**src/rtl/core/scfl_pkg.sv**
```systemverilog
`default_nettype none

package scfl_pkg;

    localparam int ADDR_W   = 18;
    localparam int SIZE_W   = 16;
    localparam int STATUS_W = 3;
    localparam int WORD_W   = 32;
    localparam int HCLS_W   = 16;
    localparam int WRD_W    = ADDR_W - 2;

    localparam logic [7:0] SMALL_ID = 8'h22;

    localparam logic CMD_ALLOC = 1'b0;
    localparam logic CMD_FREE  = 1'b1;

    typedef enum logic [STATUS_W-1:0] {
        ST_OK        = 3'd0,
        ST_NULL      = 3'd1,
        ST_OOM       = 3'd2,
        ST_TOO_LARGE = 3'd3,
        ST_INVALID   = 3'd4,
        ST_BAD_CLASS = 3'd5
    } t_status;

    typedef enum logic [1:0] {
        RES_ZERO,
        RES_POP,
        RES_BUMP
    } t_res_sel;

    typedef struct packed {
        logic     load;
        logic     head_rd;
        logic     mod_head;
        logic     mod_step;
        logic     arena_rd;
        logic     rd_hdr;
        logic     pop_commit;
        logic     hdr_clear;
        logic     push_commit;
        logic     bump;
        logic     set_exh;
        logic     res_load;
        t_res_sel res_sel;
        logic     publish;
    } t_dp_cmd;

    typedef struct packed {
        logic is_free;
        logic size_zero;
        logic size_large;
        logic addr_null;
        logic head_nz;
        logic mod_done;
        logic no_room;
        logic no_fit;
        logic last_page;
        logic id_ok;
        logic cls_bad;
    } t_dp_stat;

    // Restoring steps needed to reduce a WRD_W-bit word index modulo aw.
    function automatic int mod_steps(input int aw);
        int s;
        s = 0;
        while ((aw << s) < (1 << WRD_W)) begin
            s = s + 1;
        end
        return s;
    endfunction

endpackage

`default_nettype wire

```
**src/rtl/core/scfl_ctrl.sv**
```systemverilog
`default_nettype none

module scfl_ctrl (
    input  wire logic               i_clk,
    input  wire logic               i_rst_n,
    input  wire logic               i_req_valid,
    output logic                    o_req_ready,
    output logic                    o_rsp_valid,
    input  wire logic               i_rsp_ready,
    output scfl_pkg::t_status       o_status,
    input  wire scfl_pkg::t_dp_stat i_stat,
    output scfl_pkg::t_dp_cmd       o_cmd
);
    import scfl_pkg::*;

    typedef enum logic [2:0] {
        S_IDLE,
        S_DEC,
        S_HEAD,
        S_MOD,
        S_PLINK,
        S_FHDR,
        S_FPUSH,
        S_REPLY
    } t_state;

    t_state  r_state, n_state;
    t_status r_status, n_status;
    t_status r_o_status;
    logic    r_o_valid, n_o_valid;

    assign o_req_ready = (r_state == S_IDLE) && i_rst_n;

    always_comb begin
        o_cmd         = '0;
        o_cmd.res_sel = RES_ZERO;
        n_state       = r_state;
        n_status      = r_status;
        n_o_valid     = r_o_valid && !i_rsp_ready;
        case (r_state)
            S_IDLE: begin
                if (i_req_valid) begin
                    o_cmd.load = 1'b1;
                    n_state    = S_DEC;
                end
            end
            S_DEC: begin
                if (!i_stat.is_free) begin
                    if (i_stat.size_zero) begin
                        o_cmd.res_load = 1'b1;
                        n_status       = ST_NULL;
                        n_state        = S_REPLY;
                    end else if (i_stat.size_large) begin
                        o_cmd.res_load = 1'b1;
                        n_status       = ST_TOO_LARGE;
                        n_state        = S_REPLY;
                    end else begin
                        o_cmd.head_rd = 1'b1;
                        n_state       = S_HEAD;
                    end
                end else if (i_stat.addr_null) begin
                    o_cmd.res_load = 1'b1;
                    n_status       = ST_NULL;
                    n_state        = S_REPLY;
                end else begin
                    n_state = S_MOD;
                end
            end
            S_HEAD: begin
                if (i_stat.head_nz) begin
                    o_cmd.mod_head = 1'b1;
                    n_state        = S_MOD;
                end else if (i_stat.no_room) begin
                    o_cmd.res_load = 1'b1;
                    n_status       = ST_OOM;
                    n_state        = S_REPLY;
                end else if (i_stat.no_fit && i_stat.last_page) begin
                    o_cmd.set_exh  = 1'b1;
                    o_cmd.res_load = 1'b1;
                    n_status       = ST_OOM;
                    n_state        = S_REPLY;
                end else begin
                    o_cmd.bump     = 1'b1;
                    o_cmd.res_load = 1'b1;
                    o_cmd.res_sel  = RES_BUMP;
                    n_status       = ST_OK;
                    n_state        = S_REPLY;
                end
            end
            S_MOD: begin
                if (!i_stat.mod_done) begin
                    o_cmd.mod_step = 1'b1;
                end else begin
                    o_cmd.arena_rd = 1'b1;
                    o_cmd.rd_hdr   = i_stat.is_free;
                    n_state        = i_stat.is_free ? S_FHDR : S_PLINK;
                end
            end
            S_PLINK: begin
                o_cmd.pop_commit = 1'b1;
                o_cmd.res_load   = 1'b1;
                o_cmd.res_sel    = RES_POP;
                n_status         = ST_OK;
                n_state          = S_REPLY;
            end
            S_FHDR: begin
                if (!i_stat.id_ok) begin
                    o_cmd.res_load = 1'b1;
                    n_status       = ST_INVALID;
                    n_state        = S_REPLY;
                end else begin
                    o_cmd.hdr_clear = 1'b1;
                    if (i_stat.cls_bad) begin
                        o_cmd.res_load = 1'b1;
                        n_status       = ST_BAD_CLASS;
                        n_state        = S_REPLY;
                    end else begin
                        o_cmd.head_rd = 1'b1;
                        n_state       = S_FPUSH;
                    end
                end
            end
            S_FPUSH: begin
                o_cmd.push_commit = 1'b1;
                o_cmd.res_load    = 1'b1;
                n_status          = ST_OK;
                n_state           = S_REPLY;
            end
            S_REPLY: begin
                if (!r_o_valid || i_rsp_ready) begin
                    o_cmd.publish = 1'b1;
                    n_o_valid     = 1'b1;
                    n_state       = S_IDLE;
                end
            end
            default: begin
                n_state = S_IDLE;
            end
        endcase
    end

    // r_status stages the next beat's status; r_o_status holds the beat on the port
    always_ff @(posedge i_clk) begin
        if (!i_rst_n) begin
            r_state    <= S_IDLE;
            r_status   <= ST_OK;
            r_o_status <= ST_OK;
            r_o_valid  <= 1'b0;
        end else begin
            r_state   <= n_state;
            r_status  <= n_status;
            r_o_valid <= n_o_valid;
            if (o_cmd.publish) begin
                r_o_status <= r_status;
            end
        end
    end

    assign o_rsp_valid = r_o_valid;
    assign o_status    = r_o_status;

endmodule

`default_nettype wire

```
**config.mk**
```make
export PLATFORM = sky130hd
export DESIGN_NAME = scfl_ctrl
export DESIGN_NICKNAME = d
export VERILOG_FILES = /design/src/rtl/core/scfl_pkg.sv /design/src/rtl/core/scfl_ctrl.sv
export SDC_FILE = /design/constraint.sdc
export NUM_CORES = 1
export LEC_CHECK = 0
export BUFFER_PORTS_ARGS = -buffer_cell sky130_fd_sc_hd__buf_2
export CAP_MARGIN = 10
export CORE_MARGIN = 2
export CORE_UTILIZATION = 45
export DETAILED_ROUTE_END_ITERATION = 10
export PLACE_DENSITY = 0.78
export SKIP_CTS_REPAIR_TIMING = 1
export SLEW_MARGIN = 30
export SYNTH_ARGS = -nofsm -noshare
export SYNTH_HDL_FRONTEND = slang
export SYNTH_SLANG_ARGS = --single-unit
```
**constraint.sdc**
```tcl
create_clock -name i_clk -period 1.5 [get_ports i_clk]
set_input_delay 0.3 -clock i_clk [delete_from_list [all_inputs] [get_ports i_clk]]
set_output_delay 0.3 -clock i_clk [all_outputs]
set_load 0.005 [all_outputs]
```
Word-level counts from Yosys, hierarchy flattened
Index checks and enable logic that the tools add are counted.

Output and inout port bits: 20. Bits of input ports: 15. Register bits: 10. Logic and storage cells: 87.

Eq/ne operators: 14. Reduce and logical (&&, ||, !) cells: 11. Multiplexer cells: 58.

Operators with widths (count): 3-bit 2-to-1 mux (17); 1-bit 2-to-1 mux (28); 3-bit case mux with 7 select lines (1); 2-bit 2-to-1 mux (7); 3-bit == test, second input constant (4); 3-bit case mux with 4 select lines (1); 2-bit != test, second input constant (4); 3-bit by 2-bit == test with 1-bit output, second input constant (2); 3-bit != test, second input constant (2); 5-bit 2-to-1 mux (1); 5-bit AND reduction (1); 4-bit != test, second input constant (1); 1-bit case mux with 4 select lines (1); 2-bit case mux with 2 select lines (1); 4-bit nonzero test (1); 3-bit by 1-bit == test with 1-bit output, second input constant (1); 1-bit logical AND (3); 3-bit logical NOT (1); 3-bit AND reduction (1); 1-bit logical NOT (2); 1-bit case mux with 2 select lines (1); 2-bit OR reduction (1); 1-bit logical OR (1).

Longest topological paths before layout
Gate-level depths: netlist of the first run.

Word-level depth: 5. Mapped depth: 6. Mapped depth without buffers: 4.

Worst setup path after synthesis of the first run
No wires, ideal clock.

Kind: reg2out. Start point: reg r_state[1]. End point: out o_cmd[5] in the netlist's numbering. Arrival: 1.021 ns. Slack: 0.179 ns. Stages on the path, launching flop included: 6. Path buffers: 3. Required time: 1.200 ns. Path through: dfxtp_1 -> buf_6 -> buf_2 -> nand3_1 -> a21oi_1 -> buf_4.

RTL lines: from (decl) (line scfl_ctrl.sv:27) `t_state r_state, n_state;`; from (signal assigned) (line scfl_ctrl.sv:150) `r_state <= n_state;`; to (decl) (line scfl_ctrl.sv:12) `output scfl_pkg::t_dp_cmd o_cmd`.

==> metrics.log, run 1 <==
[metrics] count of different cell masters after synthesis: 36
[metrics] Routed wire per std cell: 13.14 microns
[metrics] Worst path slowest cell: sky130_fd_sc_hd__dfxtp_4
[metrics] status: complete, but fails checks
[metrics] clock insertion delay at the later pin of the skew report: 260 ps
[metrics] total I/O pin count: 35
[metrics] required time at the worst-slack endpoint: 1200 ps
[metrics] number of failing hold endpoints at the final stage: 0
[metrics] input/output buffers: 34
[metrics] largest net degree at the start of global routing: 15
[metrics] CORE AREA: 1524 sq um
[metrics] pwr dens: 1116 nW/um^2
[metrics] share of the synthesized area in the top cell type: 27.12%
[metrics] largest buffer count on any clock path: 2
[metrics] cell breakdown of the critical path: buf_4, nor2_4, nand3_2, a21oi_2, buf_2
[metrics] synthesis-stage register bit count: 10
[metrics] worst min path class: in -> reg
[metrics] Final Skew: 4.913 ps
[metrics] Starting Density: 48.44%
[metrics] total nets after synthesis: 104
[metrics] peak per-stage delay on the critical path: 360 ps
[metrics] final standard cell utilization of the core: 68.72%
[metrics] floorplan die width: 44.50 microns
[metrics] global-route usage over all layers: 19.35%
[metrics] Die Y-Extent: 44.50 microns
[metrics] clock edge transition at the registers on the reported setup and hold paths: 70 ps
[metrics] pre-CTS WS: 21.09 ps
[metrics] CTS buffer count: 3
[metrics] number of flops mapped to enable cells by yosys: 0
[metrics] area overhead of the layout relative to synthesis: 41.86%
[metrics] Max Fclk: 627.2 MHz
[metrics] cell area after synthesis: 738.2 sq um
[metrics] number of global-route vias before repair: 696
[metrics] number of cell rows: 14
[metrics] share of cells above drive strength 1: 51.15%
[metrics] data arrival time of the critical path: 1290 ps
[metrics] portion of the clock cycle consumed by the worst path in the final layout: 106.3%
[metrics] detailed-route vias per instance: 5.531
[metrics] number of antenna violations at the first check in global routing: 0
[metrics] Worst VDD drop: 0.0006814 V
[metrics] CP Max Fanout: 5
[metrics] number of nets in the layout: 147
[metrics] Slew Viols, Final: 0
[metrics] number of antenna cells inserted: 0
[metrics] post-route minimum period: 1594 ps
[metrics] aggregate routed wire length: 1.932 mm
[metrics] root buffer cell: sky130_fd_sc_hd__clkbuf_4
[metrics] wire length of the first global-routing pass: 2.842 mm
[metrics] register area share after synthesis: 27.12%
[metrics] count leader, synth: sky130_fd_sc_hd__dfxtp_1
[metrics] leading post-synthesis cells by cell area: sky130_fd_sc_hd__dfxtp_1, sky130_fd_sc_hd__mux2i_1, sky130_fd_sc_hd__nor2b_1, sky130_fd_sc_hd__nor3_1, sky130_fd_sc_hd__buf_6
[metrics] PnR worst setup slack: -94.30 ps
[metrics] CP Launch Type: register
[metrics] commonest cells in the synthesized netlist: sky130_fd_sc_hd__dfxtp_1, sky130_fd_sc_hd__nor2_1, sky130_fd_sc_hd__nor2b_1, sky130_fd_sc_hd__nor3_1
[metrics] post-detailed-route DRC marker count: 0
[metrics] synthesized area divided by synthesized cell count: 8.294 sq um
[metrics] Async SR Flop Fraction: 0%
[metrics] post-synth top area cell: sky130_fd_sc_hd__dfxtp_1
[metrics] actual transition at the worst max-transition pin: 296.8 ps
[metrics] routed vias: 813
[metrics] Max H-tree Level: 1
[metrics] total setup violations reported at the end of the flow: 8
[metrics] endpoint kind of the worst setup timing path: primary output
[metrics] unrepaired setup endpoints after global routing: yes
[metrics] number of sinks driven by the clock tree: 10
[metrics] ys flop type: sky130_fd_sc_hd__dfxtp_1
[metrics] CTS tree: done
[metrics] violations in the final reports: negative setup slack
[metrics] RePlAce Congestion: 0.9077
[metrics] type of the worst setup path: reg -> out
[metrics] LEAKAGE: 0.5025 nW
[metrics] length of the first detailed-routing pass in iterations: 4
[metrics] yosys synthesis warning count: 0
[metrics] 1st-iter DRT viols: 15
[metrics] full die area: 1980 sq um
[metrics] synthesized netlist cell count: 89
[metrics] residual overflow from global routing: 0
[metrics] detailed placement HPWL: 1.379 mm
[metrics] count of maximum capacitance violations: 0
[metrics] tightest slew margin relative to the limit: 80.04%
[metrics] count of nets left with antenna violations after detail routing: 0
[metrics] worst setup slack for register-to-register paths: 130 ps
stage by stage:
step / area (sq um) / hold slack, ps / cells / TNS (ps) / power (mW)
3_5_place_dp: 930.9 / 449.8 / 140 / 0 / 0.8410
4_1_cts: 967.2 / 361.2 / 144 / -2355 / 1.088
6_report: 1047 / 375.3 / 147 / -488.2 / 1.168
3_3_place_gp: 930.9 / 444.8 / 140 / 0 / 0.8322
5_1_grt: 1047 / 351.4 / 147 / -1321 / 1.255
2_1_floorplan: 738.2 / 428.1 / 89 / 0 / 0.6960
power by group:
part / internal [mW] / switching (mW) / total, mW / leakage, nW
clock network: 0.147 / 0.0950 / 0.242 / 0.0210
registers: 0.312 / 0.0605 / 0.372 / 0.0834
logic: 0.290 / 0.264 / 0.554 / 0.398
total: 0.749 / 0.419 / 1.17 / 0.503
worst paths after layout:
check,start,to,depth (start not counted)
worst min register to register,r_status[2],r_status[2],2
worst max register to register,r_state[1],r_status[1],5
worst max-delay path,r_state[0],o_cmd[5],5
worst min-delay path,i_req_valid,r_state[0],3
final cells by class:
| cell class | count | area [sq um] |
|---|---|---|
| multi-input cells | 69 | 499.2 |
| fillers | 137 | 476.7 |
| repair buffers | 45 | 259.0 |
| flip-flops and latches | 10 | 211.5 |
| clock buffers | 4 | 36.28 |
| inverters | 3 | 21.27 |
| well taps | 16 | 20.02 |
logic make-up after synthesis:
logic type	Yosys count	share of synthesized area, %
DFF	10	27.12
AOI/OAI and AO/OA	16	15.42
buffers and inverters	10	9.997
and+or+nand+nor	47	39.32
muxes	6	8.136
layout by cell type (no fill, tap or decap), types with 2 or more instances in the layout:
| cell | Yosys | routed |
|---|---|---|
| sky130_fd_sc_hd__and2b_1 | 2 | 2 |
| sky130_fd_sc_hd__and3_1 | 2 | 2 |
| sky130_fd_sc_hd__nor3_1 | 7 | 6 |
| sky130_fd_sc_hd__nand2_1 | 6 | 6 |
| sky130_fd_sc_hd__nand3_1 | 3 | 2 |
| sky130_fd_sc_hd__and2_1 | 4 | 4 |
| sky130_fd_sc_hd__nor2b_1 | 7 | 6 |
| sky130_fd_sc_hd__nor3_4 | 1 | 2 |
| sky130_fd_sc_hd__dfxtp_1 | 10 | 7 |
| sky130_fd_sc_hd__a21oi_1 | 5 | 4 |
| sky130_fd_sc_hd__buf_2 | 1 | 33 |
| sky130_fd_sc_hd__nor2_4 | 1 | 2 |
| sky130_fd_sc_hd__dfxtp_4 | 0 | 3 |
| sky130_fd_sc_hd__buf_4 | 2 | 11 |
| sky130_fd_sc_hd__nor2_1 | 7 | 6 |
| sky130_fd_sc_hd__o21ai_0 | 2 | 2 |
| sky130_fd_sc_hd__clkbuf_4 | 0 | 3 |
| sky130_fd_sc_hd__mux2i_1 | 6 | 6 |
| sky130_fd_sc_hd__a31oi_1 | 2 | 2 |
worst max-delay path, delay by kind of cell, from the launching register on:
kind	cells	cell delay, ps
buffers and inverters	2	320
AND/OR/NAND/NOR	2	200
flip-flops	1	360
AO/OA/AOI/OAI	1	160
per-layer routing:
layer  vias up  GRT usage, %  wire, microns
li1        400             -              -
met1       382         24.01            834
met2        25         31.88            943
met3         6         4.898            106
met4         0         7.273             47
met5         -             0              0
flip-flops by register name, summed over array words and instances (netlist names):
signal / count
o_rsp_valid: 1
o_status: 3
r_state: 3
r_status: 3
Note: power is estimated with default switching activity, not from simulation.
==> inputs of run 2 (changes only) <==
--- a/config.mk
+++ b/config.mk
@@ -8,9 +8,9 @@
 export BUFFER_PORTS_ARGS = -buffer_cell sky130_fd_sc_hd__buf_2
 export CAP_MARGIN = 10
 export CORE_MARGIN = 2
-export CORE_UTILIZATION = 45
+export CORE_UTILIZATION = 48
 export DETAILED_ROUTE_END_ITERATION = 10
-export PLACE_DENSITY = 0.78
+export PLACE_DENSITY = 0.82
 export SKIP_CTS_REPAIR_TIMING = 1
 export SLEW_MARGIN = 30
 export SYNTH_ARGS = -nofsm -noshare
==> constraint.sdc (replaced) <==
create_clock -name i_clk -period 2 [get_ports i_clk]
set_input_delay 0.4 -clock i_clk [delete_from_list [all_inputs] [get_ports i_clk]]
set_output_delay 0.4 -clock i_clk [all_outputs]
set_load 0.005 [all_outputs]
==> run 2 against run 1 <==
Compared with the run above:
- the flow now finishes without violations
- first-iteration DRC count rose by 87%
- clock power down 22%
- sequential power decreased by 25%
- non-clock buffer count down 9
- worst hold slack gained 84 ps
- design area fell by 12%
- register-to-register slack improved by 410 ps
- critical path depth fell by 1
- worst setup slack better by 250 ps
- critical path type unchanged
- largest power group unchanged
- highest routed layer unchanged
==> metrics.log, run 2 (synthesized netlist as in run 1, its figures left out) <==
[metrics] most common cell after layout, fill and taps aside: sky130_fd_sc_hd__buf_2
[metrics] LEAKAGE: 0.4458 nW (-11%)
[metrics] CTS buffer count: 3 (unchanged)
[metrics] Worst VDD drop: 0.0006483 V (-4.9%)
[metrics] largest net degree at the start of global routing: 15 (unchanged)
[metrics] Starting Density: 50.17% (+1.7 points)
[metrics] clock insertion delay at the later pin of the skew report: 270 ps (about the same)
[metrics] total placed cells including tap cells: 134 (-4.3%)
[metrics] non-filler instance count after layout: 138 (-6.1%)
[metrics] Comb power frac: 40.0% (-7.4 points)
[metrics] worst min path class: in -> reg
[metrics] number of failing hold endpoints at the final stage: 0 (unchanged)
[metrics] RePlAce Congestion: 0.8525 (-6.1%)
[metrics] root buffer cell: sky130_fd_sc_hd__clkbuf_4
[metrics] power share of the clock group: 24.2% (+3.5 points)
[metrics] CTS tree: done
[metrics] net switching power: 288.4 uW (-31%)
[metrics] Die Y-Extent: 43.22 microns (-2.9%)
[metrics] sequential power share: 35.8% (+3.9 points)
[metrics] wire length of the first global-routing pass: 2.746 mm (-3.4%)
[metrics] full die area: 1868 sq um (-5.7%)
[metrics] endpoint kind of the worst setup timing path: primary output
[metrics] CP Max Fanout: 10 (+5)
[metrics] type of the worst setup path: reg -> out
[metrics] total I/O pin count: 35 (unchanged)
[metrics] Max H-tree Level: 1 (unchanged)
[metrics] Max Fclk: 541.6 MHz
[metrics] routed vias: 761 (-6.4%)
[metrics] largest buffer count on any clock path: 2 (unchanged)
[metrics] aggregate routed wire length: 1.716 mm (-11%)
[metrics] Hold Slack: 459.3 ps (+83.96 ps)
[metrics] share of cells above drive strength 1: 42.62% (-8.5 points)
[metrics] number of antenna violations at the first check in global routing: 0 (unchanged)
[metrics] pwr dens: 843.1 nW/um^2 (-24%)
[metrics] post-route minimum period: 1846 ps
[metrics] number of antenna cells inserted: 0 (unchanged)
[metrics] highest-count cells in the layout ignoring fill and taps: sky130_fd_sc_hd__buf_2, sky130_fd_sc_hd__dfxtp_1, sky130_fd_sc_hd__nor2b_1, sky130_fd_sc_hd__nor3_1, sky130_fd_sc_hd__nor2_1
[metrics] Final Skew: 0.3501 ps (-4.563 ps)
[metrics] number of global-route vias before repair: 647 (-7.0%)
[metrics] unrepaired setup endpoints after global routing: no
[metrics] tightest slew margin relative to the limit: 78.83% (-1.2 points)
[metrics] data arrival time of the critical path: 1450 ps (+160 ps)
[metrics] 1st-iter DRT viols: 28 (+13)
[metrics] PnR worst setup slack: 153.6 ps (+247.9 ps)
[metrics] number of nets in the layout: 138 (-6.1%)
[metrics] number of sinks driven by the clock tree: 10 (unchanged)
[metrics] detailed-route vias per instance: 5.514 (-0.29%)
[metrics] area overhead of the layout relative to synthesis: 25.25%
[metrics] CORE AREA: 1471 sq um (-3.4%)
[metrics] status: completed
[metrics] total setup violations reported at the end of the flow: 0 (-8)
[metrics] global-route usage over all layers: 19.57% (+0.22 points)
[metrics] CP Launch Type: register
[metrics] internal cell power: 491.1 uW (-34%)
[metrics] residual overflow from global routing: 0 (unchanged)
[metrics] post-detailed-route DRC marker count: 0 (unchanged)
[metrics] input/output buffers: 34 (unchanged)
[metrics] Slew Viols, Final: 0 (unchanged)
[metrics] pre-CTS WS: 283.2 ps (+262.1 ps)
[metrics] count of nets left with antenna violations after detail routing: 0 (unchanged)
[metrics] required time at the worst-slack endpoint: 1600 ps (+400 ps)
[metrics] total negative slack for setup checks: 0 ps (+488.2 ps)
[metrics] switching share of total power: 37.00% (+1.1 points)
[metrics] Routed wire per std cell: 12.43 microns (-5.4%)
[metrics] length of the first detailed-routing pass in iterations: 4 (unchanged)
[metrics] floorplan die width: 43.22 microns (-2.9%)
[metrics] actual transition at the worst max-transition pin: 317.2 ps (+20.43 ps)
[metrics] clock edge transition at the registers on the reported setup and hold paths: 70 ps (about the same)
[metrics] count of maximum capacitance violations: 0 (unchanged)
[metrics] portion of the clock cycle consumed by the worst path in the final layout: 92.32%
[metrics] number of cell rows: 14 (unchanged)
[metrics] detailed placement HPWL: 1.336 mm (-3.1%)
run 2: cell count changes in the layout (fill, tap and decap cells not counted), sizes merged:
cell | before | now
buf | 45 | 36
run 2: layer usage:
metal	track usage, %	wire (microns)	vias up
li1	-	-	378
met1	27.27	744	347
met2	28.36	797	34
met3	4.255	156	2
met4	9.091	18	0
met5	0	0	-
run 2: final cells by class:
cell class | count | area [sq um]
sequential | 10 | 202.7
tap | 16 | 20.02
inverter | 3 | 16.27
timing repair buffer | 36 | 185.2
fill | 135 | 546.8
multi-input combinational | 69 | 464.2
clock buffer | 4 | 36.28
run 2: power groups by stage:
stage / combinational [mW] / sequential, mW / clock (mW)
6_report: 0.312 / 0.279 / 0.188
4_1_cts: 0.311 / 0.276 / 0.191
3_3_place_gp: 0.304 / 0.279 / 0
5_1_grt: 0.348 / 0.285 / 0.201
3_5_place_dp: 0.310 / 0.281 / 0
2_1_floorplan: 0.281 / 0.241 / 0
run 2: worst paths after layout:
kind	from	to	slack [ps]	depth (start not counted)
min	i_rst_n	r_state[1]	460	3
max	r_state[2]	o_cmd[3]	150	4
max reg2reg	r_state[2]	r_state[2]	540	5
min reg2reg	r_status[1]	r_status[1]	460	2
run 2: per-stage QoR:
| step | area [sq um] | util, % | power [mW] |
|---|---|---|---|
| 2_1_floorplan | 738.2 | - | 0.5220 |
| 3_3_place_gp | 885.9 | 60.20 | 0.5830 |
| 3_5_place_dp | 885.9 | 60.20 | 0.5916 |
| 4_1_cts | 922.1 | 62.67 | 0.7783 |
| 5_1_grt | 924.6 | 62.84 | 0.8332 |
| 6_report | 924.6 | 62.84 | 0.7796 |
run 2: critical path: stages, from the launching register on:
cell and delay, ps:
sky130_fd_sc_hd__dfxtp_1 480, sky130_fd_sc_hd__clkinv_4 160, sky130_fd_sc_hd__nor3_2 260, sky130_fd_sc_hd__a211o_4 160, sky130_fd_sc_hd__buf_2 110
==> inputs of run 3 (changes only) <==
--- a/config.mk
+++ b/config.mk
@@ -10,7 +10,7 @@
 export CORE_MARGIN = 2
 export CORE_UTILIZATION = 48
 export DETAILED_ROUTE_END_ITERATION = 10
-export PLACE_DENSITY = 0.82
+export PLACE_DENSITY = 0.89
 export SKIP_CTS_REPAIR_TIMING = 1
 export SLEW_MARGIN = 30
 export SYNTH_ARGS = -nofsm -noshare
==> run 3 against run 2 <==
Compared with the run above:
- sequential share of layout area increased by 0.29 points
- global-route usage rose by 1.4 points
- critical path depth stayed put
- core utilization shrank 0.43 points
- maximum frequency grew 0.15%
==> metrics.log, run 3 (synthesized netlist as in run 1, its figures left out) <==
[metrics] highest-count cells in the layout ignoring fill and taps: sky130_fd_sc_hd__buf_2, sky130_fd_sc_hd__nor2b_1, sky130_fd_sc_hd__nor3_1, sky130_fd_sc_hd__nor2_1, sky130_fd_sc_hd__dfxtp_1
[metrics] internal cell power: 487.5 uW (-0.75%)
[metrics] length of the first detailed-routing pass in iterations: 4 (unchanged)
[metrics] register area: 203.9 sq um (+0.62%)
[metrics] Starting Density: 50.17% (unchanged)
[metrics] largest net degree at the start of global routing: 15 (unchanged)
[metrics] aggregate routed wire length: 1.805 mm (+5.2%)
[metrics] number of fill cells in the layout: 135 (unchanged)
[metrics] Max Fclk: 542.4 MHz (+0.15%)
[metrics] CTS buffer count: 3 (unchanged)
[metrics] largest buffer count on any clock path: 2 (unchanged)
[metrics] share of cells above drive strength 1: 42.98% (+0.35 points)
[metrics] number of antenna cells inserted: 0 (unchanged)
[metrics] Multi-input gate area: 464.2 sq um (unchanged)
[metrics] number of antenna violations at the first check in global routing: 0 (unchanged)
[metrics] total I/O pin count: 35 (unchanged)
[metrics] cell breakdown of the critical path: nor2b_1, nor4b_4, a211o_4, buf_2
[metrics] LEAKAGE: 0.4409 nW (-1.1%)
[metrics] CP Max Fanout: 10 (unchanged)
[metrics] Comb power frac: 39.0% (-1.0 points)
[metrics] switching share of total power: 37.47% (+0.47 points)
[metrics] wire length of the first global-routing pass: 2.994 mm (+9.0%)
[metrics] unrepaired setup endpoints after global routing: no
[metrics] residual overflow from global routing: 0 (unchanged)
[metrics] data arrival time of the critical path: 1440 ps (about the same)
[metrics] area overhead of the layout relative to synthesis: 24.41%
[metrics] RePlAce Congestion: 0.7831 (-8.1%)
[metrics] detailed placement HPWL: 1.361 mm (+1.9%)
[metrics] startpoint of the most critical hold path: i_req_valid
[metrics] total negative slack for setup checks: 0 ps (unchanged)
[metrics] number of nets in the layout: 137 (-0.72%)
[metrics] FF-to-FF path depth: 3 (-2)
[metrics] count of nets left with antenna violations after detail routing: 0 (unchanged)
[metrics] most common cell after layout, fill and taps aside: sky130_fd_sc_hd__buf_2
[metrics] worst setup path start: r_state[0]
[metrics] Slew Viols, Final: 0 (unchanged)
[metrics] Routed wire per std cell: 13.18 microns (+6.0%)
[metrics] Worst path slowest cell: sky130_fd_sc_hd__dfxtp_2
[metrics] non-filler instance count after layout: 137 (-0.72%)
[metrics] global-route usage over all layers: 20.92% (+1.4 points)
[metrics] number of failing hold endpoints at the final stage: 0 (unchanged)
[metrics] number of sinks driven by the clock tree: 10 (unchanged)
[metrics] clock edge transition at the registers on the reported setup and hold paths: 70 ps (about the same)
[metrics] net switching power: 292.1 uW (+1.3%)
[metrics] actual transition at the worst max-transition pin: 323.2 ps (+5.913 ps)
[metrics] pre-CTS WS: 253.4 ps (-29.73 ps)
[metrics] PnR worst setup slack: 156.4 ps (+2.767 ps)
[metrics] tightest slew margin relative to the limit: 78.43% (-0.39 points)
[metrics] worst min path class: in -> reg
[metrics] CORE AREA: 1471 sq um (unchanged)
[metrics] Tot Pwr: 779.6 uW (about the same)
[metrics] final std cell area, no fill: 918.4 sq um (-0.68%)
[metrics] Max H-tree Level: 1 (unchanged)
[metrics] peak per-stage delay on the critical path: 430 ps (-50 ps)
[metrics] required time at the worst-slack endpoint: 1600 ps (about the same)
[metrics] input/output buffers: 34 (unchanged)
[metrics] type of the worst setup path: reg -> out
[metrics] Worst VDD drop: 0.0004803 V (-26%)
[metrics] number of global-route vias before repair: 697 (+7.7%)
[metrics] full die area: 1868 sq um (unchanged)
[metrics] routed vias: 781 (+2.6%)
[metrics] floorplan die width: 43.22 microns (unchanged)
[metrics] power share of the clock group: 24.0% (-0.2 points)
[metrics] post-detailed-route DRC marker count: 0 (unchanged)
[metrics] Hold Slack: 451.8 ps (-7.491 ps)
[metrics] detailed-route vias per instance: 5.701 (+3.4%)
[metrics] pwr dens: 848.8 nW/um^2 (+0.68%)
[metrics] final standard cell utilization of the core: 62.42% (-0.43 points)
[metrics] portion of the clock cycle consumed by the worst path in the final layout: 92.18% (-0.14 points)
[metrics] post-route minimum period: 1844 ps (-2.767 ps)
[metrics] CP Launch Type: register
[metrics] count of maximum capacitance violations: 0 (unchanged)
[metrics] 1st-iter DRT viols: 28 (unchanged)
[metrics] number of cell rows: 14 (unchanged)
[metrics] endpoint kind of the worst setup timing path: primary output
[metrics] CTS tree: done
[metrics] Post-Place Cell Area: 878.3 sq um (-0.85%)
[metrics] total setup violations reported at the end of the flow: 0 (unchanged)
[metrics] Final Skew: 3.286 ps (+2.936 ps)
[metrics] total placed cells including tap cells: 133 (-0.75%)
[metrics] Critical R2R Launch: r_state[0]
[metrics] clock insertion delay at the later pin of the skew report: 270 ps (about the same)
[metrics] sequential power share: 37.0% (+1.2 points)
[metrics] Die Y-Extent: 43.22 microns (unchanged)
[metrics] Hold Path Depth: 3 (unchanged)
[metrics] root buffer cell: sky130_fd_sc_hd__clkbuf_4
[metrics] status: completed
run 3: metal layers:
metal / up-vias / wire length, microns / global-route usage [%]
met4: 0 / 41 / 9.091
li1: 380 / - / -
met1: 351 / 744 / 26.87
met5: - / 0 / 0
met2: 41 / 888 / 34.33
met3: 9 / 130 / 2.979
run 3: power by group through the flow:
stage                     logic (mW)  clock network [mW]  registers [mW]
final                          0.304               0.187           0.288
after global routing           0.336               0.192           0.293
after CTS                      0.303               0.187           0.283
after detailed placement       0.299                   0           0.286
after global placement         0.289                   0           0.285
after floorplan                0.281                   0           0.241
run 3: worst max-delay path, delay by kind of cell (launching register included):
family | cells | cell delay, ps
flops | 1 | 430
simple gates | 2 | 460
compound gates | 1 | 170
buf+inv | 1 | 110
run 3: layout make-up:
cell class	instances	share of cell area, %
Clock buffer	4	3.951
Inverter	3	1.771
Multi-Input combinational cell	69	50.54
Sequential cell	10	22.21
Tap cell	16	2.180
Timing Repair Buffer	35	19.35
run 3: path summary, 6_finish.rpt:
| kind | slack, ps | endpoint |
|---|---|---|
| max reg2reg | 590 | r_state[0] |
| min reg2reg | 460 | r_status[1] |
| max | 160 | o_cmd[3] |
| min | 450 | r_state[0] |
